===== config.mk =====
export PLATFORM = sky130hd
export DESIGN_NAME = mouse_quadrature_generator_top
export DESIGN_NICKNAME = d
export VERILOG_FILES = /design/src/mqg_pkg.sv /design/src/mqg_front.sv /design/src/mqg_fifo.sv /design/src/mqg_back.sv /design/src/mouse_quadrature_generator_top.sv
export SDC_FILE = /design/constraint.sdc
export NUM_CORES = 1
export LEC_CHECK = 0
export BUFFER_PORTS_ARGS = -buffer_cell sky130_fd_sc_hd__buf_4
export CORE_MARGIN = 2
export CORE_UTILIZATION = 45
export CTS_CLUSTER_DIAMETER = 50
export CTS_CLUSTER_SIZE = 10
export DETAILED_ROUTE_END_ITERATION = 16
export GPL_TIMING_DRIVEN = 0
export PLACE_DENSITY_LB_ADDON = 0.2
export SYNTH_ARGS = -nofsm -noshare
export SYNTH_HDL_FRONTEND = slang
export SYNTH_HIERARCHICAL = 1
export SYNTH_SLANG_ARGS = --single-unit

===== constraint.sdc =====
create_clock -name clk -period 4.7 [get_ports clk]
set_input_delay 0.47 -clock clk [delete_from_list [all_inputs] [get_ports clk]]
set_output_delay 0.47 -clock clk [all_outputs]
set_load 0.005 [all_outputs]

===== src/mqg_pkg.sv =====
// ----------------------------------------------------------------------------
// mqg_pkg
// Shared types, codes and helpers for the quadrature mouse generator.
// ----------------------------------------------------------------------------
package mqg_pkg;

  // Event codes as they arrive on the func port.
  localparam logic [2:0] FUNC_SET_POS   = 3'd0;
  localparam logic [2:0] FUNC_ADD_DELTA = 3'd1;
  localparam logic [2:0] FUNC_SET_BTN   = 3'd2;
  localparam logic [2:0] FUNC_TICK      = 3'd3;
  localparam logic [2:0] FUNC_IMPULSE   = 3'd4;

  // Accumulators chase the target shifted right by this amount.
  localparam int unsigned SCALE_SHIFT = 3;

  // Command queue geometry. The depth must be a power of two.
  localparam int unsigned PTR_W      = 2;
  localparam int unsigned FIFO_DEPTH = 1 << PTR_W;

  // Commands carried from the front end to the execution unit.
  typedef enum logic [1:0] {
    OP_SET_POS,
    OP_ADD,
    OP_SET_BTN,
    OP_TICK
  } op_t;

  typedef struct packed {
    op_t         op;
    logic [31:0] dx;
    logic [31:0] dy;
    logic        pressed;
  } cmd_t;

  // Gray-coded phase for the low two bits of an accumulator.
  function automatic logic [1:0] gray_phase(input logic [1:0] pos);
    logic [1:0] ph;
    unique case (pos)
      2'd0: ph = 2'b00;
      2'd1: ph = 2'b10;
      2'd2: ph = 2'b11;
      2'd3: ph = 2'b01;
      default: ph = 2'b00;
    endcase
    return ph;
  endfunction

endpackage


===== src/mqg_front.sv =====
// ----------------------------------------------------------------------------
// mqg_front
// Accepts events and turns them into queue commands. Impulses become
// one-axis deltas; second-button and spare-code events are dropped here.
// ----------------------------------------------------------------------------
module mqg_front (
  input  logic               in_valid,
  output logic               in_ready,
  input  logic [2:0]         func,
  input  logic signed [31:0] x_value,
  input  logic signed [31:0] y_value,
  input  logic               which,
  input  logic               button_state,
  input  logic               queue_full,
  output logic               push,
  output mqg_pkg::cmd_t      push_data
);

  logic keep;

  // Classify the event and shape its payload.
  always_comb begin
    keep              = 1'b1;
    push_data.op      = mqg_pkg::OP_ADD;
    push_data.dx      = x_value;
    push_data.dy      = y_value;
    push_data.pressed = button_state;
    unique case (func)
      mqg_pkg::FUNC_SET_POS: begin
        push_data.op = mqg_pkg::OP_SET_POS;
      end
      mqg_pkg::FUNC_ADD_DELTA: begin
        push_data.op = mqg_pkg::OP_ADD;
      end
      mqg_pkg::FUNC_SET_BTN: begin
        // Only the primary button is tracked.
        push_data.op = mqg_pkg::OP_SET_BTN;
        keep         = ~which;
      end
      mqg_pkg::FUNC_TICK: begin
        push_data.op = mqg_pkg::OP_TICK;
      end
      mqg_pkg::FUNC_IMPULSE: begin
        // The impulse amount always comes in on x_value.
        push_data.op = mqg_pkg::OP_ADD;
        if (which) begin
          push_data.dx = 32'd0;
          push_data.dy = x_value;
        end else begin
          push_data.dx = x_value;
          push_data.dy = 32'd0;
        end
      end
      default: begin
        keep = 1'b0;
      end
    endcase
  end

  // Handshake toward the queue.
  assign in_ready = ~queue_full;
  assign push     = in_valid & in_ready & keep;

endmodule


===== src/mqg_fifo.sv =====
// ----------------------------------------------------------------------------
// mqg_fifo
// Small command queue between the front end and the execution unit.
// ----------------------------------------------------------------------------
module mqg_fifo (
  input  logic          clk,
  input  logic          rst,
  input  logic          push,
  input  mqg_pkg::cmd_t push_data,
  output logic          full,
  input  logic          pop,
  output mqg_pkg::cmd_t pop_data,
  output logic          empty
);

  mqg_pkg::cmd_t                entries [mqg_pkg::FIFO_DEPTH];
  logic [mqg_pkg::PTR_W-1:0]    wr_ptr;
  logic [mqg_pkg::PTR_W-1:0]    rd_ptr;
  logic [mqg_pkg::PTR_W:0]      count;

  // Entry storage needs no reset.
  always_ff @(posedge clk) begin
    if (push) begin
      entries[wr_ptr] <= push_data;
    end
  end

  // Pointers and fill count.
  always_ff @(posedge clk) begin
    if (rst) begin
      wr_ptr <= '0;
      rd_ptr <= '0;
      count  <= '0;
    end else begin
      if (push) begin
        wr_ptr <= wr_ptr + 1'b1;
      end
      if (pop) begin
        rd_ptr <= rd_ptr + 1'b1;
      end
      if (push && !pop) begin
        count <= count + 1'b1;
      end else if (pop && !push) begin
        count <= count - 1'b1;
      end
    end
  end

  assign pop_data = entries[rd_ptr];
  assign empty    = (count == '0);
  assign full     = (count == (mqg_pkg::PTR_W + 1)'(mqg_pkg::FIFO_DEPTH));

endmodule


===== src/mqg_back.sv =====
// ----------------------------------------------------------------------------
// mqg_back
// Executes queued commands on the target, accumulator and button state and
// holds a tick's result in an output register until it is taken.
// ----------------------------------------------------------------------------
module mqg_back (
  input  logic          clk,
  input  logic          rst,
  input  logic          empty,
  input  mqg_pkg::cmd_t cmd,
  output logic          pop,
  output logic          out_valid,
  input  logic          out_ready,
  output logic [3:0]    quad_bits,
  output logic          button_bit
);

  logic [31:0] target_x;
  logic [31:0] target_y;
  logic [31:0] accum_x;
  logic [31:0] accum_y;
  logic        button_held;

  logic [31:0] goal_x;
  logic [31:0] goal_y;
  logic [31:0] accum_x_next;
  logic [31:0] accum_y_next;
  logic        moved;
  logic        is_tick;

  // A tick waits only while an untaken result holds the output register.
  assign is_tick = (cmd.op == mqg_pkg::OP_TICK);
  assign pop     = ~empty & (~is_tick | ~out_valid | out_ready);

  // One step of each accumulator toward its scaled target.
  always_comb begin
    goal_x = 32'($signed(target_x) >>> mqg_pkg::SCALE_SHIFT);
    goal_y = 32'($signed(target_y) >>> mqg_pkg::SCALE_SHIFT);

    if (accum_x == goal_x) begin
      accum_x_next = accum_x;
    end else if ($signed(accum_x) < $signed(goal_x)) begin
      accum_x_next = accum_x + 32'd1;
    end else begin
      accum_x_next = accum_x - 32'd1;
    end

    if (accum_y == goal_y) begin
      accum_y_next = accum_y;
    end else if ($signed(accum_y) < $signed(goal_y)) begin
      accum_y_next = accum_y + 32'd1;
    end else begin
      accum_y_next = accum_y - 32'd1;
    end

    moved = (accum_x != goal_x) | (accum_y != goal_y);
  end

  // Architectural state.
  always_ff @(posedge clk) begin
    if (rst) begin
      target_x    <= '0;
      target_y    <= '0;
      accum_x     <= '0;
      accum_y     <= '0;
      button_held <= 1'b0;
    end else if (pop) begin
      unique case (cmd.op)
        mqg_pkg::OP_SET_POS: begin
          target_x <= cmd.dx;
          target_y <= cmd.dy;
        end
        mqg_pkg::OP_ADD: begin
          target_x <= target_x + cmd.dx;
          target_y <= target_y + cmd.dy;
        end
        mqg_pkg::OP_SET_BTN: begin
          button_held <= cmd.pressed;
        end
        mqg_pkg::OP_TICK: begin
          accum_x <= accum_x_next;
          accum_y <= accum_y_next;
        end
        default: begin
        end
      endcase
    end
  end

  // Output register valid flag.
  always_ff @(posedge clk) begin
    if (rst) begin
      out_valid <= 1'b0;
    end else if (pop && is_tick && moved) begin
      out_valid <= 1'b1;
    end else if (out_ready) begin
      out_valid <= 1'b0;
    end
  end

  // Output payload, loaded only when a tick moved an axis.
  always_ff @(posedge clk) begin
    if (pop && is_tick && moved) begin
      quad_bits  <= {mqg_pkg::gray_phase(accum_y_next[1:0]),
                     mqg_pkg::gray_phase(accum_x_next[1:0])};
      button_bit <= button_held;
    end
  end

endmodule


===== src/mouse_quadrature_generator_top.sv =====
// Flow: a tick that moves an axis is written into the command queue, then
// executed into the output register, which raises out_valid; other events give no item.
// Throughput: one item per cycle while no untaken result stalls a tick;
// a four-entry command queue absorbs output stalls.
// Reset: synchronous rst clears targets, accumulators, button and queue.
// ----------------------------------------------------------------------------
// mouse_quadrature_generator_top
// Quadrature mouse emulation: front end, command queue and execution unit.
// ----------------------------------------------------------------------------
module mouse_quadrature_generator_top (
  input  logic               clk,
  input  logic               rst,
  input  logic               in_valid,
  output logic               in_ready,
  input  logic [2:0]         func,
  input  logic signed [31:0] x_value,
  input  logic signed [31:0] y_value,
  input  logic               which,
  input  logic               button_state,
  output logic               out_valid,
  input  logic               out_ready,
  output logic [3:0]         quad_bits,
  output logic               button_bit
);

  logic          queue_full;
  logic          queue_empty;
  logic          push;
  logic          pop;
  mqg_pkg::cmd_t push_data;
  mqg_pkg::cmd_t pop_data;

  // Event classification.
  mqg_front u_front (
    .in_valid     (in_valid),
    .in_ready     (in_ready),
    .func         (func),
    .x_value      (x_value),
    .y_value      (y_value),
    .which        (which),
    .button_state (button_state),
    .queue_full   (queue_full),
    .push         (push),
    .push_data    (push_data)
  );

  // Command queue.
  mqg_fifo u_fifo (
    .clk       (clk),
    .rst       (rst),
    .push      (push),
    .push_data (push_data),
    .full      (queue_full),
    .pop       (pop),
    .pop_data  (pop_data),
    .empty     (queue_empty)
  );

  // Execution and output register.
  mqg_back u_back (
    .clk        (clk),
    .rst        (rst),
    .empty      (queue_empty),
    .cmd        (pop_data),
    .pop        (pop),
    .out_valid  (out_valid),
    .out_ready  (out_ready),
    .quad_bits  (quad_bits),
    .button_bit (button_bit)
  );

endmodule


==> results of run 1 <==
## registers in the layout (all words and copies together), names as in the netlist, named ones only
register / cells
u_back/out_valid: 1
u_back/button_held: 1
u_back/target_y: 32
u_back/button_bit: 1
u_back/accum_x: 32
u_back/target_x: 32
u_fifo/count: 3
u_back/quad_bits: 4
u_fifo/rd_ptr: 2
u_back/accum_y: 32
u_fifo/wr_ptr: 2
u_fifo/entries: 268
## synth_stat cells (41+ instances only)
cell type	count	area, um2
o21ai_0	72	360
dfxtp_1	139	2780
xnor2_1	70	613
nand3_1	48	240
edfxtp_1	273	8200
nor2b_1	51	319
clkbuf_1	70	263
nor3_1	48	240
mux2i_1	56	561
a211oi_1	49	368
a21oi_1	135	676
inv_1	97	364
ha_1	136	1700
a21o_1	41	308
nor2_1	203	762
mux4_2	67	1510
nand4_1	45	282
nand2_1	170	638
## per-stage QoR
stage / utilization [%] / hold slack, ns / instances
final: 53.5 / 0.0523 / 3116
after floorplan: - / 0.408 / 2207
after detailed placement: 48.2 / 0.474 / 2976
after global placement: 48.0 / 0.472 / 2972
after global routing: 53.5 / 0.0359 / 3116
after CTS: 53.0 / 0.0194 / 3109
## final timing paths
kind | end | startpoint
min reg2reg | u_back/target_y[12] | u_back/target_y[12]
max reg2reg | u_back/accum_y[24] | u_back/accum_y[1]
min | u_fifo/entries[2][0] | button_state
max | u_back/accum_y[24] | u_back/accum_y[1]
## per-layer routing
layer  vias up  wire (um)  GRT usage, %
met5         -          0             0
met4         0       2180          8.52
met3       148       3410          3.17
met2       537      33400          42.8
met1      9005      31100          34.9
li1       8622          -             -
## cell families after synthesis
kind of cell / Yosys count / share of synthesized area (%)
buffers and inverters: 217 / 4.29
multiplexers: 135 / 9.35
flip-flops: 412 / 46.4
AO/OA/AOI/OAI: 462 / 13.2
adder cells (fa/ha/maj): 139 / 7.44
AND/OR/NAND/NOR: 741 / 15.7
XOR/XNOR: 101 / 3.73
## worst register-to-register path, delay by kind of cell, from the launching register on
| kind | cells | cell delay, ns |
|---|---|---|
| AOI/OAI and AO/OA | 5 | 1.37 |
| xor gates and xnor gates | 2 | 0.28 |
| DFF | 1 | 0.37 |
| adders and majority gates | 2 | 0.44 |
| and+or+nand+nor | 8 | 1.48 |
| buffers and inverters | 1 | 0.19 |
| muxes | 1 | 0.24 |
## what timing repair did
| action | 4_1_cts | 5_1_grt |
|---|---|---|
| cloned | 0 | 0 |
| setup endpoints to repair | 32 | 16 |
| setup buffers | 23 | 12 |
| resized for setup | 111 | 64 |
| pin swaps | 21 | 29 |
## cell type report
cell class,instances,area [um2],share of cell area [%]
buffer,115,638,2.28
clock buffer,88,1630,5.81
clock inverter,22,307,1.09
inverter,97,372,1.33
multi-input combinational,1578,12200,43.4
sequential,412,11100,39.6
tap,688,861,3.07
timing repair buffer,116,951,3.39
==> results.txt, run 1 <==
status: complete, no violations
Main synth FF type: edfxtp_1
Synth Cell Area: 23700 um2
WL final: 70.1 mm
Worst Skew: 0.0364 ns
fin crit share: 96.2%
CP Buf/Inv Count: 1
post-route ant nets: 0
All-Layer GR Usage: 25.8%
Syn Area/Cell: 10.7 um2
gpl congestion: 0.922
Min-Delay Path Class: in -> reg
Area Growth Syn to Fin: 18.3%
cell area after layout: 28000 um2
crit-path leading delay family: simple AND/OR/NAND/NOR gates
Synth Register Bits: 412
First-pass DRT Iterations: 5
Die X: 233 um
CTS Buf Count: 59
die footprint: 54500 um2
Detail Placement HPWL: 51.4 mm
post-synthesis sequential area ratio: 46.4%
Starting Density: 45.3%
TNS Setup: 0 ns
# setup viols final: 0
Peak Freq: 0.221 GHz
Crit path depth: 19
critical-path cell list: ha_4, nor2b_2, o211ai_1, a2111oi_2, o41a_4, o21a_4, xnor2_2, ha_2, or3_4, or4_4, nor2_4, nand2_2, nor2_2, nor2_2, o221ai_2, buf_4, mux2i_2, xnor2_1, nor2_1
CTS max path bufs: 3
first-pass GRT wire length: 107 mm
share of layout cells above drive strength 1: 20.9%
detailed-route DRC error count: 0
io pins: 80
htree depth: 2
Ys Warns: 6
Place WS: -1.68 ns
unrepaired setup endpoints after global routing: no
drt wl/cell: 22.5 um
Final Hold Viols: 0
Hold Crit Depth: 1
drt initial violations: 1503
crit path launch type: register
Slew HR: 26.9%
CP max-delay cell: or4_4
Top cell by count, worst path: nor2_2
CTS root buf: clkbuf_16
DR vias/cell: 5.88
pin count of the biggest net entering global routing: 48
Clock Latency Late Sink: 0.63 ns
fin. max-slew vios: 0
max-cap viol count: 0
DP Area: 25200 um2
post-layout net count: 2591
Final min period: 4.52 ns
antenna cells: 0
Setup WS post-layout: 0.181 ns
Net Count, Synth: 2419
CP Class: reg -> reg
crit-path max cell delay: 0.52 ns
CTS tree: built
port bufs: 77
initial antenna violation count: 0
most common cell after layout, fill and taps aside: edfxtp_1
asr flop ratio synth: 0%
vias in the first global route: 18064
# rows: 84
Arr. time, crit path: 4.97 ns
chip height: 233 um
Slew @ Worst Pin: 1.09 ns
CP max FO: 4
CORE AREA: 52300 um2
Post-synth EDFFs: 273
GRT overflow: 0
WP data required: 5.15 ns
r2r setup slk: 0.18 ns
post-synthesis cell count: 2207
post-synth cell types: 95
CTS Sinks: 412
R2R cell count: 19
Worst-path clk slew: 0.05 ns
via count: 18312
critical path capture point type: register
hold buffer count at CTS: 0
Layout fillers: 4593
most frequent cells in the layout: edfxtp_1, nor2_1, nand2_1
Power of run 1 is left out: the tool's default activity adds up to more than one toggle a clock period on the data nets, which glitch-free logic cannot reach.
==> inputs of run 2 (changes only) <==
Settings changed: ABC_AREA set to 1, GPL_TIMING_DRIVEN 0 to 1.
==> run 2 against run 1 <==
Against the previous run: via count up 23%; die area up 8.1%; design area is 2.2% higher; first-iteration DRC count is 38% higher; utilization fell by 2.8 points; clock skew is 0.022 ns lower; critical path type unchanged; critical endpoint is now u_back/target_x[25].
==> results.txt, run 2 <==
status: complete, no violations
post-synth cell types: 56 (-41%)
Syn Area/Cell: 7.87 um2 (-27%)
Arr. time, crit path: 4.66 ns (-0.31 ns)
drt wl/cell: 17.7 um (-21%)
Min-Delay Path Class: in -> reg
port bufs: 79 (+2.6%)
max FFs per register: 268 (unchanged)
hold buffer count at CTS: 0 (unchanged)
post-synth top area share: 32.0% (-2.7 points)
post-synthesis sequential area ratio: 42.8% (-3.5 points)
Worst-path clk slew: 0.05 ns (about the same)
Compound-Gate Fraction of Synth Area: 17.3% (+4.1 points)
count leader, synth: nand2_1
Peak Freq: 0.239 GHz (+7.9%)
WL final: 72.6 mm (+3.6%)
Post-synth EDFFs: 273 (unchanged)
# setup viols final: 0 (unchanged)
fin. max-slew vios: 0 (unchanged)
Synth Register Bits: 412 (unchanged)
post-route ant nets: 0 (unchanged)
First-pass DRT Iterations: 6 (+1)
antenna cells: 0 (unchanged)
most frequent cells in the layout: nand2_1, inv_1, nor2_1
Final Hold Viols: 0 (unchanged)
Post-Synth Simple-Gate Area: 21.7% (+6.1 points)
Area Growth Syn to Fin: 11.6%
Die X: 243 um (+4.0%)
initial antenna violation count: 0 (unchanged)
chip height: 243 um (+4.0%)
asr flop ratio synth: 0% (unchanged)
Post-CTS Setup Bufs: 0 (-100%)
htree depth: 2 (unchanged)
drt initial violations: 2068 (+38%)
Slew @ Worst Pin: 1.21 ns (+0.119 ns)
post-layout net count: 3511 (+36%)
WP data required: 5.18 ns (+0.03 ns)
first-pass GRT wire length: 115 mm (+7.3%)
Synth area leader: edfxtp_1
CTS Sinks: 412 (unchanged)
Detail Placement HPWL: 51.2 mm (-0.33%)
mux contribution to synthesized area: 0% (-9.4 points)
CTS max path bufs: 3 (unchanged)
CTS Buf Count: 57 (-3.4%)
via count: 22488 (+23%)
pin count of the biggest net entering global routing: 77 (+60%)
Clock Latency Late Sink: 0.62 ns (about the same)
most common cell after layout, fill and taps aside: nand2_1
max-cap viol count: 0 (unchanged)
detailed-route DRC error count: 0 (unchanged)
register area: 11000 um2 (-0.93%)
Net Count, Synth: 3473 (+44%)
Biggest register: u_fifo/entries
die footprint: 58900 um2 (+8.1%)
CP Class: reg -> reg
share of layout cells above drive strength 1: 8.63% (-12 points)
post-synthesis cell count: 3261 (+48%)
CTS tree: built
crit path launch type: register
DR vias/cell: 5.48 (-6.7%)
gpl congestion: 0.950 (+3.0%)
Final min period: 4.19 ns (-0.332 ns)
Main synth FF type: edfxtp_1
largest family of logic cells by synthesized area: simple AND/OR/NAND/NOR gates
CTS root buf: clkbuf_16
adder-cell area share of the yosys netlist: 6.87% (-0.57 points)
Ys Warns: 6 (unchanged)
CP max FO: 62 (+58)
Layout fillers: 5455 (+19%)
TNS Setup: 0 ns (unchanged)
Starting Density: 45.5% (+0.24 points)
Slew HR: 19.4% (-7.4 points)
io pins: 80 (unchanged)
Synth Cell Area: 25700 um2 (+8.3%)
critical path capture point type: register
CORE AREA: 56400 um2 (+7.7%)
unrepaired setup endpoints after global routing: no
# rows: 87 (+3.6%)
GRT overflow: 0 (unchanged)
vias in the first global route: 21255 (+18%)
fin crit share: 89.1% (-7.1 points)
Synth Area in XOR/XNOR: 2.35% (-1.4 points)
Post-synth top cells: nand2_1, inv_1, nor2_1
Worst Skew: 0.0142 ns (-0.0221 ns)
Area contributors post-synth: edfxtp_1, dfxtp_1, nand2_1
area occupied by multi-input gates: 12400 um2 (+1.9%)
All-Layer GR Usage: 24.1% (-1.7 points)
==> run 2: changes by cell type in the layout (fill, tap and decap cells not counted), moves of 50 or more <==
| cell | previous run | this run |
|---|---|---|
| nand3_1 | 46 | 121 |
| o22ai_1 | 5 | 76 |
| mux2i_1 | 54 | 0 |
| dfxtp_1 | 81 | 137 |
| nor2_1 | 200 | 355 |
| inv_1 | 90 | 411 |
| nor2b_1 | 50 | 0 |
| clkbuf_1 | 92 | 24 |
| a21oi_1 | 126 | 251 |
| mux4_2 | 67 | 0 |
| nand2_1 | 167 | 680 |
| o21ai_0 | 70 | 278 |
==> run 2: logic make-up (layout without fill, tap and decap cells) <==
| group | count (synthesis) | count (layout) |
|---|---|---|
| XOR/XNOR | 68 | 68 |
| flip-flops | 412 | 412 |
| adder cells (fa/ha/maj) | 139 | 139 |
| AND/OR/NAND/NOR | 1314 | 1314 |
| AO/OA/AOI/OAI | 779 | 779 |
| buffers and inverters | 549 | 635 |
==> run 2: metal layers <==
metal	up-vias	part of all wire (%)	routed length [um]	track usage [%]
met1	10576	46	33400	33.5
met2	692	45	33000	39.2
li1	11125	-	-	-
met5	-	0	0	0
met3	95	6.4	4650	3.75
met4	0	2.1	1530	6.12
==> run 2: worst max-delay path, cell delays in order (launching register included) <==
cell and delay, ns:
dfxtp_4 0.42, buf_4 0.53, o21ai_0 0.20, o22ai_1 0.28
ha_1 0.33, nand2_1 0.09, inv_1 0.04, a21oi_1 0.22
o21ai_0 0.17, a21boi_0 0.38, o21ai_0 0.29, a21boi_0 0.37
o21ai_0 0.21, nand2_1 0.10, nand2_1 0.07, nand2_1 0.06
nand2_1 0.04, o21bai_1 0.14, a21oi_1 0.08
==> run 2: cell type report <==
type	count	share of cell area (%)
Clock buffer	84	5.44
Clock inverter	23	1.06
Inverter	422	5.55
Multi-Input combinational cell	2300	43.3
Sequential cell	412	38.4
Tap cell	756	3.30
Timing Repair Buffer	106	2.95
==> run 2: final timing paths <==
kind	startpoint	endpoint	slack [ns]	cells after the start
max	register	u_back/target_x[25]	0.51	18
min	button_state	u_fifo/entries[1][0]	0.07	1
min reg2reg	u_fifo/rd_ptr[1]	u_fifo/rd_ptr[1]	0.49	1
max reg2reg	register	u_back/target_x[25]	0.51	18
==> run 2: repair_timing <==
item                                   in CTS  in global routing
setup endpoints to repair                   0                  2
endpoints found under the hold margin       0                  0
resized for setup                           0                  2
==> run 2: per-stage QoR <==
stage	setup WS, ns	utilization [%]	instances	instance area [um2]	hold WS, ns
3_3_place_gp	0.500	47.5	3996	26800	0.460
5_1_grt	0.135	50.8	4103	28600	0.0452
3_5_place_dp	0.418	47.5	3996	26800	0.455
4_1_cts	0.407	50.8	4103	28600	0.0417
2_1_floorplan	1.21	-	3261	25700	0.408
6_report	0.513	50.8	4103	28600	0.0686
Power of run 2 is left out for the same reason.
